==> config.mk <==
export PLATFORM = sky130hd
export DESIGN_NAME = domain_name_syntax_checker_top
export DESIGN_NICKNAME = d
export VERILOG_FILES = /design/src/dnsc_pkg.sv /design/src/dnsc_step.sv /design/src/domain_name_syntax_checker_top.sv
export SDC_FILE = /design/constraint.sdc
export NUM_CORES = 1
export LEC_CHECK = 0
export ABC_AREA = 1
export CAP_MARGIN = 20
export CORE_MARGIN = 2
export CORE_UTILIZATION = 60
export CTS_BUF_LIST = sky130_fd_sc_hd__clkbuf_16
export CTS_CLUSTER_SIZE = 30
export DETAILED_ROUTE_END_ITERATION = 16
export DONT_BUFFER_PORTS = 1
export PLACE_DENSITY = 0.76
export SYNTH_ARGS = -nofsm -noshare
export SYNTH_HDL_FRONTEND = slang
export SYNTH_SLANG_ARGS = --single-unit
==> constraint.sdc <==
create_clock -name clk -period 1.85 [get_ports clk]
set_input_delay 0.37 -clock clk [delete_from_list [all_inputs] [get_ports clk]]
set_output_delay 0.37 -clock clk [all_outputs]
set_load 0.01 [all_outputs]
==> src/dnsc_pkg.sv <==
`timescale 1ns / 1ps
// ----------------------------------------------------------------------------
// dnsc_pkg
// Types and constants shared by the domain name syntax checker modules.
// ----------------------------------------------------------------------------
package dnsc_pkg;

  localparam int unsigned NameLenW  = 9;
  localparam int unsigned LabelLenW = 7;
  localparam int unsigned PrefixW   = 3;

  localparam logic [NameLenW-1:0]  NAME_MAX_LEN  = 9'd255;
  localparam logic [NameLenW-1:0]  NAME_LEN_SAT  = 9'd511;
  localparam logic [LabelLenW-1:0] LABEL_MAX_LEN = 7'd63;
  localparam logic [LabelLenW-1:0] LABEL_LEN_SAT = 7'd127;

  localparam logic [PrefixW-1:0] PREFIX_NONE   = 3'd0;
  localparam logic [PrefixW-1:0] PREFIX_FULL   = 3'd4;
  localparam logic [PrefixW-1:0] PREFIX_FAILED = 3'd5;

  localparam logic [7:0] CHAR_DOT        = 8'h2E;
  localparam logic [7:0] CHAR_HYPHEN     = 8'h2D;
  localparam logic [7:0] CHAR_UNDERSCORE = 8'h5F;
  localparam logic [7:0] CHAR_X          = 8'h78;
  localparam logic [7:0] CHAR_N          = 8'h6E;

  typedef struct packed {
    logic [NameLenW-1:0]  name_length;
    logic [LabelLenW-1:0] label_length;
    logic                 label_has_digit;
    logic                 label_has_hyphen;
    logic                 label_has_underscore;
    logic [PrefixW-1:0]   prefix_match_state;
    logic                 name_rejected;
  } dnsc_state_t;

  localparam dnsc_state_t STATE_RESET = '{
    name_length:          '0,
    label_length:         '0,
    label_has_digit:      1'b0,
    label_has_hyphen:     1'b0,
    label_has_underscore: 1'b0,
    prefix_match_state:   PREFIX_NONE,
    name_rejected:        1'b0
  };

  function automatic logic [7:0] prefix_char(input logic [1:0] idx);
    logic [7:0] c;
    case (idx)
      2'd0:    c = CHAR_X;
      2'd1:    c = CHAR_N;
      default: c = CHAR_HYPHEN;
    endcase
    return c;
  endfunction

endpackage

==> src/dnsc_step.sv <==
`timescale 1ns / 1ps
// ----------------------------------------------------------------------------
// dnsc_step
// Per-byte next-state and verdict logic of the domain name syntax checker.
// ----------------------------------------------------------------------------
module dnsc_step (
  input  dnsc_pkg::dnsc_state_t state_i,
  input  logic [7:0]            byte_i,
  input  logic                  last_i,
  output dnsc_pkg::dnsc_state_t state_o,
  output logic                  ok_o
);
  import dnsc_pkg::*;

  dnsc_state_t upd;
  logic [NameLenW-1:0] nl;
  logic is_dot, alpha, digit, hyphen, under;
  logic label_len_bad, final_ok;

  always_comb begin
    nl = (state_i.name_length < NAME_LEN_SAT) ? state_i.name_length + 9'd1
                                              : state_i.name_length;
    is_dot = (byte_i == CHAR_DOT);
    alpha  = (byte_i >= 8'h41 && byte_i <= 8'h5A) || (byte_i >= 8'h61 && byte_i <= 8'h7A);
    digit  = (byte_i >= 8'h30 && byte_i <= 8'h39);
    hyphen = (byte_i == CHAR_HYPHEN);
    under  = (byte_i == CHAR_UNDERSCORE);

    upd = state_i;
    upd.name_length = nl;
    if (!is_dot) begin
      if (!(alpha || digit || hyphen || under)) begin
        upd.name_rejected = 1'b1;
      end
      upd.label_has_digit      = state_i.label_has_digit | digit;
      upd.label_has_hyphen     = state_i.label_has_hyphen | hyphen;
      upd.label_has_underscore = state_i.label_has_underscore | under;
      if (state_i.prefix_match_state < PREFIX_FULL) begin
        if (byte_i == prefix_char(state_i.prefix_match_state[1:0])) begin
          upd.prefix_match_state = state_i.prefix_match_state + 3'd1;
        end else begin
          upd.prefix_match_state = PREFIX_FAILED;
        end
      end
      if (state_i.label_length < LABEL_LEN_SAT) begin
        upd.label_length = state_i.label_length + 7'd1;
      end
    end

    label_len_bad = (upd.label_length == '0) || (upd.label_length > LABEL_MAX_LEN);
    final_ok = !(nl > NAME_MAX_LEN) && !label_len_bad &&
               ((upd.prefix_match_state == PREFIX_FULL) ||
                (!upd.label_has_digit && !(upd.label_has_hyphen && upd.label_has_underscore)));

    if (is_dot && last_i && nl == 9'd1) begin
      ok_o = 1'b1;
    end else begin
      ok_o = !upd.name_rejected && final_ok;
    end

    if (last_i) begin
      state_o = STATE_RESET;
    end else if (is_dot) begin
      state_o = STATE_RESET;
      state_o.name_length   = nl;
      state_o.name_rejected = state_i.name_rejected | label_len_bad;
    end else begin
      state_o = upd;
    end
  end

endmodule

==> src/domain_name_syntax_checker_top.sv <==
`timescale 1ns / 1ps
// The verdict is registered and appears on the output in the cycle after the
// byte that ends a name is transferred.
// Throughput: one byte per cycle while the verdict is not stalled; the per-byte
// counter and flag update is a single combinational step into the state registers.
// Reset: synchronous, active low; clears the name state and out_tvalid, not the verdict bit.
// ----------------------------------------------------------------------------
// domain_name_syntax_checker_top
// Checks the syntax of a domain name streamed one byte per transfer and
// returns one valid or invalid verdict per name.
// ----------------------------------------------------------------------------
module domain_name_syntax_checker_top (
  input  logic       clk,
  input  logic       rst_n,
  input  logic       in_tvalid,
  output logic       in_tready,
  input  logic [7:0] in_tdata,   // [7:0] name_byte
  input  logic       in_tlast,   // end_of_name
  output logic       out_tvalid,
  input  logic       out_tready,
  output logic [7:0] out_tdata   // [0] name_valid, [7:1] zero
);
  import dnsc_pkg::*;

  dnsc_state_t state_r, state_nxt;
  logic        out_valid_r, out_valid_nxt;
  logic        valid_bit_r, valid_bit_nxt;
  logic        step_ok;
  logic        in_xfer;

  dnsc_step u_step (
    .state_i (state_r),
    .byte_i  (in_tdata),
    .last_i  (in_tlast),
    .state_o (state_nxt),
    .ok_o    (step_ok)
  );

  assign in_tready = !out_valid_r || out_tready;
  assign in_xfer   = in_tvalid && in_tready;

  always_comb begin
    out_valid_nxt = out_valid_r && !out_tready;
    valid_bit_nxt = valid_bit_r;
    if (in_xfer && in_tlast) begin
      out_valid_nxt = 1'b1;
      valid_bit_nxt = step_ok;
    end
  end

  always_ff @(posedge clk) begin
    if (!rst_n) begin
      state_r     <= STATE_RESET;
      out_valid_r <= 1'b0;
    end else begin
      out_valid_r <= out_valid_nxt;
      if (in_xfer) begin
        state_r <= state_nxt;
      end
    end
  end

  always_ff @(posedge clk) begin
    valid_bit_r <= valid_bit_nxt;
  end

  assign out_tvalid = out_valid_r;
  assign out_tdata  = {7'd0, valid_bit_r};

`ifndef SYNTHESIS
  a_clear_after_last: assert property (@(posedge clk) disable iff (!rst_n)
    in_xfer && in_tlast |=> state_r.name_length == '0 && out_tvalid)
    else $error("state not cleared after end of name");
  a_stall_blocks_input: assert property (@(posedge clk) disable iff (!rst_n)
    out_valid_r && !out_tready |-> !in_tready)
    else $error("input taken while verdict stalled");
  a_label_within_name: assert property (@(posedge clk) disable iff (!rst_n)
    {2'b00, state_r.label_length} <= state_r.name_length)
    else $error("label longer than name");
  a_prefix_range: assert property (@(posedge clk) disable iff (!rst_n)
    state_r.prefix_match_state <= PREFIX_FAILED)
    else $error("prefix tracker out of range");
`endif

endmodule
==> results.ini, run 1 <==
[clocking]
clockBufferDepth = 2
ctsHoldBuffers = 0
htreeDepth = 1
cts.sinks = 25
numCtsBuffers = 3
cts_tree = yes
worstSkewPairLatency_ns = 0.26
cts.reportedPaths.clkPinSlew_ns = 0.07
cts_root_buffer = clkbuf_16

[floorplanning]
die_height_um = 62.1
dieArea_mm2 = 0.00385
initial_core_util = 0.616
core_mm2 = 0.00328
die_w_um = 62.1
rows = 21
pin_count = 23

[routing]
vias = 1961
drtIter0Drc = 136
route.detailed.drc = 0
drtPass1Iterations = 4
viasPerCell = 5.15
routedWlPerCell_um = 11.1
wirelength_um = 4250
postRouteAntennaNets = 0

[logic_synthesis]
synth_edf_count = 1
synth_simple_gate_area_frac = 0.433
synth-xor-area-share = 0.0260
synthMuxAreaShare = 0
yosys_warnings = 0
synth_top_area_frac = 0.237
synth_area_mm2 = 0.00202
synthTopCellsByCount = nand2_1, inv_1, nor2_1
ys_ff_latch = 25
synth_top_flop_cell = dfxtp_1
syn_inst = 332
synth_top_family_by_area = simple AND/OR/NAND/NOR gates
synth.largest_area_cell = dfxtp_1
synth_most_common_cell = nand2_1
synth-seq-area-share = 0.252
syn_avg_cell_area_um2 = 6.10
synthAdderAreaFrac = 0.0371
synth-compound-area-share = 0.111
synth.area.top_cells = dfxtp_1, nand2_1, inv_1
synthDistinctLibCells = 35
async_flop_share = 0

[cells_and_area]
fin_util = 0.667
antenna_cells = 0
nets = 355
final_area_mm2 = 0.00219
drive_above_1_share = 0.149
syn_to_final_growth_pct = 8.22

[grt]
antenna_found_initial = 0
grt_pass1_vias = 1786
track_usage = 0.246
overflow = 0
grt_pass1_wl_um = 7290
grt_max_degree = 27

[hold_path]
hold_start = rst_n
worstHoldPathType = primary input to register

[place]
globalplace.congestion = 0.913
hpwl_um = 3170
place_ws_ns = 0.0372
port-buffer-count = 0
place_area_mm2 = 0.00205

[critical_path]
worstPathRequired_ns = 1.87
crit_fanout = 4
cp-start-kind = register
max_stage_delay_ns = 0.37
reg2reg_from = state_r[2]$_SDFFE_PN0P_
path_buf_inv = 2
worstSetupPathType = register to register
critPathArrivalTime_ns = 1.75
startpoint = state_r[2]$_SDFFE_PN0P_
critPathCaptureType = register
critical-path-top-delay-family = simple AND/OR/NAND/NOR gates
crit_path_top_delay_cell = dfxtp_2
cpMostUsedCell = nand2_1
worstPathCellList = inv_4, ha_4, inv_2, nand2_1, nand2_1, nand2_1, nor2_1, nand2_1, nor2_2, nor2_1, nand3_1, nand2_1, nand3_2, a21oi_2

[timing]
final_hold_viol_count = 0
fin_ws_ns = 0.116
tns_ns = 0
timing.final.crit_share = 0.937
maxSlewViolCount = 0
finalClockSkew_ns = 0.00597
finalCriticalPeriod_ns = 1.73
fmax_mhz = 577
setup_violations = 0

[power_and_ir_drop]
leakage_nw = 1.01
vdd_ir_drop_max_mv = 0.667
p_total_mw = 1.20
power.density_mw_per_mm2 = 549

[job]
cap_viol_max_count = 0

[outcome]
status = finished clean

## where the power goes
group          total [mW]  leakage, nW  switching, mW  internal [mW]
clock network       0.471       0.0423          0.182          0.289
logic               0.170        0.760          0.110         0.0595
registers           0.562        0.206         0.0104          0.552
## path summary, 6_finish.rpt
kind,cells past startpoint,to,slack [ns]
worst max-delay path,14,valid_bit_r$_SDFFCE_PP1P_,0.12
worst min-delay path,2,out_tvalid$_SDFF_PN0_,0.21
worst max register to register,14,valid_bit_r$_SDFFCE_PP1P_,0.12
worst min register to register,2,state_r[3]$_SDFFE_PN0P_,0.48
## layout by cell type, fill, tap and decap left out, types with 5 or more instances in the layout
cell type and instances:
dfxtp_1 21, nand2_2 6, buf_4 9, conb_1 7
nand2_1 103, inv_1 37, nand3_2 6, o21ai_0 8
a21oi_1 26, nor2_1 30, nor2_2 5, nand3_1 27
## final cells by class
type                            instances  area, µm²
Timing Repair Buffer                    9       67.6
Tap cell                               46       57.6
Multi-Input combinational cell        254       1300
Fill cell                             322       1090
Clock buffer                            3       75.1
Sequential cell                        25        517
Inverter                               43        171
Clock inverter                          1       3.75
## registers in the layout, indices dropped and copies added, names as in the netlist
signal and cells:
state_r 23, out_tvalid 1, valid_bit_r 1
## stage by stage
step | hold slack (ns) | std cells
after global placement | 0.459 | 376
after global routing | 0.238 | 381
final | 0.212 | 381
after CTS | 0.212 | 380
after floorplan | 0.445 | 338
after detailed placement | 0.472 | 376
## kinds of logic after synthesis
family / count (synthesis)
and+or+nand+nor: 194
buffers and inverters: 59
AOI/OAI and AO/OA: 41
DFF: 25
xor gates and xnor gates: 6
adders and majority gates: 6
other: 1
## what timing repair did
action                     4_1_cts  5_1_grt
resized for setup                0       19
buffers inserted                 0        1
setup endpoints to repair        0        2
## routing by layer
| layer | up-vias | wire length [µm] | track usage |
|---|---|---|---|
| met4 | 0 | 55 | 0.0790 |
| met2 | 30 | 1980 | 0.409 |
| li1 | 1045 | - | - |
| met5 | - | 0 | 0 |
| met3 | 6 | 108 | 0.0435 |
| met1 | 880 | 2100 | 0.323 |
Power figures use the tool's default switching activity.
==> run 2: changes to the inputs <==
--- a/config.mk
+++ b/config.mk
@@ -7,12 +7,11 @@
 export LEC_CHECK = 0
 export ABC_AREA = 1
-export CAP_MARGIN = 20
 export CORE_MARGIN = 2
-export CORE_UTILIZATION = 60
+export CORE_UTILIZATION = 55
 export CTS_BUF_LIST = sky130_fd_sc_hd__clkbuf_16
 export CTS_CLUSTER_SIZE = 30
 export DETAILED_ROUTE_END_ITERATION = 16
 export DONT_BUFFER_PORTS = 1
-export PLACE_DENSITY = 0.76
+export PLACE_DENSITY = 0.7
 export SYNTH_ARGS = -nofsm -noshare
 export SYNTH_HDL_FRONTEND = slang
==> constraint.sdc (replaced) <==
create_clock -name clk -period 1.85 [get_ports clk]
set_input_delay 0.4625 -clock clk [delete_from_list [all_inputs] [get_ports clk]]
set_output_delay 0.4625 -clock clk [all_outputs]
set_load 0.01 [all_outputs]
==> run 2 against run 1 <==
Via count shrank 2.5%. First-iteration DRC count grew 29%. Global-route usage shrank 2.4 points. Count of clock-buffer cells in the layout is the same. Final area grew 1.0%.
==> results.ini, run 2 (synthesis results as in run 1) <==
[timing]
finalCriticalPeriod_ns = 1.71  ; -0.0290 ns
maxSlewViolCount = 0  ; unchanged
fmax_mhz = 586  ; +1.7%
final_hold_viol_count = 0  ; unchanged
timing.final.crit_share = 0.922  ; -0.0157
finalClockSkew_ns = 0.00207  ; -0.00389 ns
setup_violations = 0  ; unchanged
holdWs_ns = 0.296  ; +0.0838 ns

[floorplanning]
dieArea_mm2 = 0.00418  ; +8.5%
die_height_um = 64.7  ; +4.2%
pin_count = 23  ; unchanged
die_w_um = 64.7  ; +4.2%
core_mm2 = 0.00361  ; +9.8%
initial_core_util = 0.561  ; -0.0550
rows = 22  ; +4.8%

[cells_and_area]
syn_to_final_growth_pct = 9.33
final_area_mm2 = 0.00221  ; +1.0%
drive_above_1_share = 0.170  ; +0.0209
fillers = 378  ; +17%
top_register = state_r
nets = 355  ; unchanged
final_cell_mix = nand2_1, inv_1, nor2_1
antenna_cells = 0  ; unchanged
mostFrequentLayoutCell = nand2_1
largest_reg_flops = 23  ; unchanged

[outcome]
status = finished clean

[grt]
grt_pass1_vias = 1749  ; -2.1%
antenna_found_initial = 0  ; unchanged
overflow = 0  ; unchanged
grt_max_degree = 27  ; unchanged
grt_pass1_wl_um = 7370  ; +1.1%
track_usage = 0.222  ; -0.0240

[routing]
vias = 1911  ; -2.5%
viasPerCell = 4.99  ; -3.1%
route.detailed.drc = 0  ; unchanged
routed.top_layer = met4
routedWlPerCell_um = 11.1  ; -0.22%
wirelength_um = 4260  ; +0.31%
wl_met1_um = 2100  ; about the same
postRouteAntennaNets = 0  ; unchanged
met2_length_um = 2020  ; +1.7%
wl_met3_um = 77  ; -29%
drtPass1Iterations = 4  ; unchanged
drtIter0Drc = 175  ; +29%

[critical_path]
worstPathCellList = inv_4, ha_4, inv_2, nand2_2, nand2_2, nand2_2, nor2_4, nand2_2, nor2_2, nor2_1, nand3_1, nand2_1, nand3_2, a21oi_2
critical-path-top-delay-family = simple AND/OR/NAND/NOR gates
worstSetupPathType = register to register
crit_path_top_delay_cell = dfxtp_2
crit_fanout = 4  ; unchanged
cp-start-kind = register
worstPathRequired_ns = 1.87  ; about the same
critPathArrivalTime_ns = 1.72  ; -0.03 ns
path_buf_inv = 2  ; unchanged
cpMostUsedCell = nand2_2
max_stage_delay_ns = 0.37  ; about the same
critPathCaptureType = register

[clocking]
numCtsBuffers = 3  ; unchanged
cts_tree = yes
cts.sinks = 25  ; unchanged
htreeDepth = 1  ; unchanged
cts_root_buffer = clkbuf_16
cts.reportedPaths.clkPinSlew_ns = 0.07  ; about the same
clockBufferDepth = 2  ; unchanged
worstSkewPairLatency_ns = 0.26  ; about the same

[power_and_ir_drop]
power.density_mw_per_mm2 = 555  ; +1.1%
vdd_ir_drop_max_mv = 0.359  ; -46%
leakage_nw = 1.00  ; -0.81%

[hold_path]
worstHoldPathType = primary input to register

[place]
globalplace.congestion = 0.841  ; -8.0%
port-buffer-count = 0  ; unchanged
place_area_mm2 = 0.00205  ; +0.12%
hpwl_um = 3240  ; +2.0%

[job]
cap_viol_max_count = 0  ; unchanged

==> run 2: cell count changes in the layout (fill, tap and decap cells not counted), sizes merged <==
| cell | before | now |
|---|---|---|
| inv | 43 | 42 |
| clkinvlp | 0 | 1 |
==> run 2: final timing paths <==
path                                 start                         to  slack [ns]  depth (start not counted)
setup / recovery   state_r[2]$_SDFFE_PN0P_  valid_bit_r$_SDFFCE_PP1P_        0.14                         14
hold / removal                       rst_n      out_tvalid$_SDFF_PN0_        0.30                          2
setup reg to reg   state_r[2]$_SDFFE_PN0P_  valid_bit_r$_SDFFCE_PP1P_        0.14                         14
hold reg to reg   state_r[11]$_SDFFE_PN0P_   state_r[11]$_SDFFE_PN0P_        0.48                          2
==> run 2: worst register-to-register path, delay by kind of cell (launching register included) <==
family                   cells  cell delay (ns)
AND/OR/NAND/NOR             10             0.77
flip-flops                   1             0.37
adder cells (fa/ha/maj)      1             0.18
buffers and inverters        2             0.12
AO/OA/AOI/OAI                1             0.04
==> run 2: layout make-up <==
class                           instances  area, µm²  share of cell area
Multi-Input combinational cell        254       1320               0.595
Clock inverter                          1       7.51             0.00339
Clock buffer                            3       75.1              0.0339
Tap cell                               48       60.1              0.0271
Sequential cell                        25        518               0.234
Inverter                               43        169              0.0763
Timing Repair Buffer                    9       67.6              0.0305
==> run 2: timing repair <==
item	4_1_cts	5_1_grt
buffers inserted	0	1
pin swaps	0	6
resized for setup	1	24
hold buffers	0	0
setup endpoints to repair	1	2
==> run 2: where the power goes <==
group	internal, mW	switching, mW	total, mW
clock network	0.294	0.198	0.492
logic	0.0621	0.113	0.176
registers	0.552	0.00990	0.562
total	0.908	0.321	1.23
==> run 2: through the flow <==
step	TNS, ns	instances	setup WS, ns	utilization	power, mW
floorplan	0	338	0.134	-	0.717
global placement	0	378	0.00294	0.569	0.736
detailed placement	-0.00312	378	-0.00312	0.569	0.736
CTS	0	382	0.0327	0.592	1.23
global route	-0.0156	383	-0.0156	0.614	1.29
finish	0	383	0.145	0.614	1.23
==> run 2: per-layer routing <==
layer  track usage  vias up
met5             0        -
met4        0.0718        0
li1              -     1044
met1         0.292      839
met2         0.371       21
met3        0.0365        7
==> run 3: changes to the inputs <==
Clock period 1.85 ns to 1.98 ns, I/O delays scaled along.
==> run 3 against run 2 <==
Die area unchanged. Combinational power down 16%. Sequential power down 6.6%. Global-route usage down 1.9 points. Sequential share of layout area up 0.77 points. Critical path depth unchanged. Wire length down 3.5%. First-iteration DRC count down 30%. Critical endpoint unchanged.
==> results.ini, run 3 (synthesis results as in run 1) <==
[routing]
routedWlPerCell_um = 10.9  ; -2.4%
vias = 1954  ; +2.3%
drtPass1Iterations = 4  ; unchanged
viasPerCell = 5.16  ; +3.3%
wirelength_um = 4110  ; -3.5%
route.detailed.drc = 0  ; unchanged
postRouteAntennaNets = 0  ; unchanged
drtIter0Drc = 123  ; -30%

[timing]
setup_violations = 0  ; unchanged
maxSlewViolCount = 0  ; unchanged
holdWs_ns = 0.333  ; +0.0370 ns
worst_slew_pin_slew_ns = 0.527
tns_ns = 0  ; unchanged
final_hold_viol_count = 0  ; unchanged
finalCriticalPeriod_ns = 1.79  ; +0.0883 ns
timing.final.crit_share = 0.906  ; -0.0159
fmax_mhz = 558  ; -4.9%
rsz0062_at_grt = no
finalClockSkew_ns = 0.00216  ; +0.0000864 ns
slew_headroom = 0.649

[grt]
track_usage = 0.203  ; -0.0188
antenna_found_initial = 0  ; unchanged
grt_max_degree = 27  ; unchanged
overflow = 0  ; unchanged
grt_pass1_wl_um = 6940  ; -5.8%
grt_pass1_vias = 1618  ; -7.5%

[cells_and_area]
syn_to_final_growth_pct = 4.57
drive_above_1_share = 0.109  ; -0.0614
largest_reg_flops = 23  ; unchanged
nets = 351  ; -1.1%
mostFrequentLayoutCell = nand2_1
seqCellArea_um2 = 512  ; -1.2%
multiInputGateArea_mm2 = 0.00126  ; -4.4%
fin_util = 0.587  ; -0.0267
antenna_cells = 0  ; unchanged
final_cell_mix = nand2_1, inv_1, nor2_1
fillers = 377  ; -0.26%
final_area_mm2 = 0.00212  ; -4.4%
top_register = state_r

[floorplanning]
die_w_um = 64.7  ; unchanged
core_mm2 = 0.00361  ; unchanged
initial_core_util = 0.561  ; unchanged
rows = 22  ; unchanged
die_height_um = 64.7  ; unchanged
pin_count = 23  ; unchanged
dieArea_mm2 = 0.00418  ; unchanged

[clocking]
clockBufferDepth = 2  ; unchanged
numCtsBuffers = 3  ; unchanged
ctsHoldBuffers = 0  ; unchanged
cts.reportedPaths.clkPinSlew_ns = 0.06  ; about the same
cts_tree = yes
cts_root_buffer = clkbuf_16
cts_resized = 0  ; -1
worstSkewPairLatency_ns = 0.26  ; about the same
htreeDepth = 1  ; unchanged
cts.sinks = 25  ; unchanged
post_cts_buffers = 0  ; unchanged

[job]
cap_viol_max_count = 0  ; unchanged

[critical_path]
worstRegToRegCells = 14  ; unchanged
worstPathRequired_ns = 2.00  ; +0.13 ns
critPathArrivalTime_ns = 1.81  ; +0.09 ns
critical-path-top-delay-family = simple AND/OR/NAND/NOR gates
worstSetupPathType = register to register
cp-start-kind = register
max_stage_delay_ns = 0.35  ; -0.02 ns
critPathCaptureType = register
path_buf_inv = 2  ; unchanged
startpoint = state_r[1]$_SDFFE_PN0P_
crit_path_top_delay_cell = dfxtp_2
crit_fanout = 4  ; unchanged
worst-path-stages = 14  ; unchanged
worstPathCellList = inv_1, ha_1, inv_1, nand2_1, nand2_1, nand2_1, nor2_1, nand2_1, nor2_2, nor2_1, nand3_1, nand2_1, nand3_2, a21oi_2
reg2reg_from = state_r[1]$_SDFFE_PN0P_
cpMostUsedCell = nand2_1

[place]
port-buffer-count = 0  ; unchanged
hpwl_um = 3140  ; -3.0%
globalplace.congestion = 0.862  ; +2.6%
place_area_mm2 = 0.00203  ; -1.1%

[hold_path]
hold_start = rst_n
worstHoldPathType = primary input to register
holdPathStages = 2  ; unchanged

[outcome]
status = finished clean

[power_and_ir_drop]
power.density_mw_per_mm2 = 536  ; -3.6%
vdd_ir_drop_max_mv = 0.335  ; -6.6%
p_total_mw = 1.13  ; -7.8%
leakage_nw = 0.974  ; -2.6%

[run 3: cell types whose count changed in the layout (fill, tap and decap cells not counted), sizes merged]
| cell | change |
|---|---|
| buf | -4 |
[run 3: final cells by class]
type / instances / share of cell area
inverter: 43 / 0.0786
clock buffer: 3 / 0.0355
multi-input combinational: 254 / 0.595
sequential: 25 / 0.242
tap: 48 / 0.0284
timing repair buffer: 5 / 0.0177
clock inverter: 1 / 0.00355
[run 3: stage by stage]
step	cells	setup slack, ns
floorplan	338	0.232
global placement	375	0.0751
detailed placement	375	0.0942
CTS	379	0.142
global route	379	0.0144
finish	379	0.186
[run 3: power by group]
group / total (mW) / leakage (nW) / internal, mW / switching, mW
clock: 0.460 / 0.0371 / 0.274 / 0.186
combinational: 0.148 / 0.732 / 0.0502 / 0.0980
sequential: 0.525 / 0.204 / 0.516 / 0.00899
total: 1.13 / 0.974 / 0.841 / 0.293
[run 3: worst paths after layout]
path                               end  slack [ns]
max          valid_bit_r$_SDFFCE_PP1P_        0.19
min              out_tvalid$_SDFF_PN0_        0.33
max reg2reg  valid_bit_r$_SDFFCE_PP1P_        0.19
min reg2reg    state_r[3]$_SDFFE_PN0P_        0.47
[run 3: per-layer routing]
layer	share of wire	GRT usage	up-vias
li1	-	-	1035
met1	0.51	0.288	887
met2	0.46	0.331	28
met3	0.019	0.0278	4
met4	0.0066	0.0399	0
met5	0	0	-
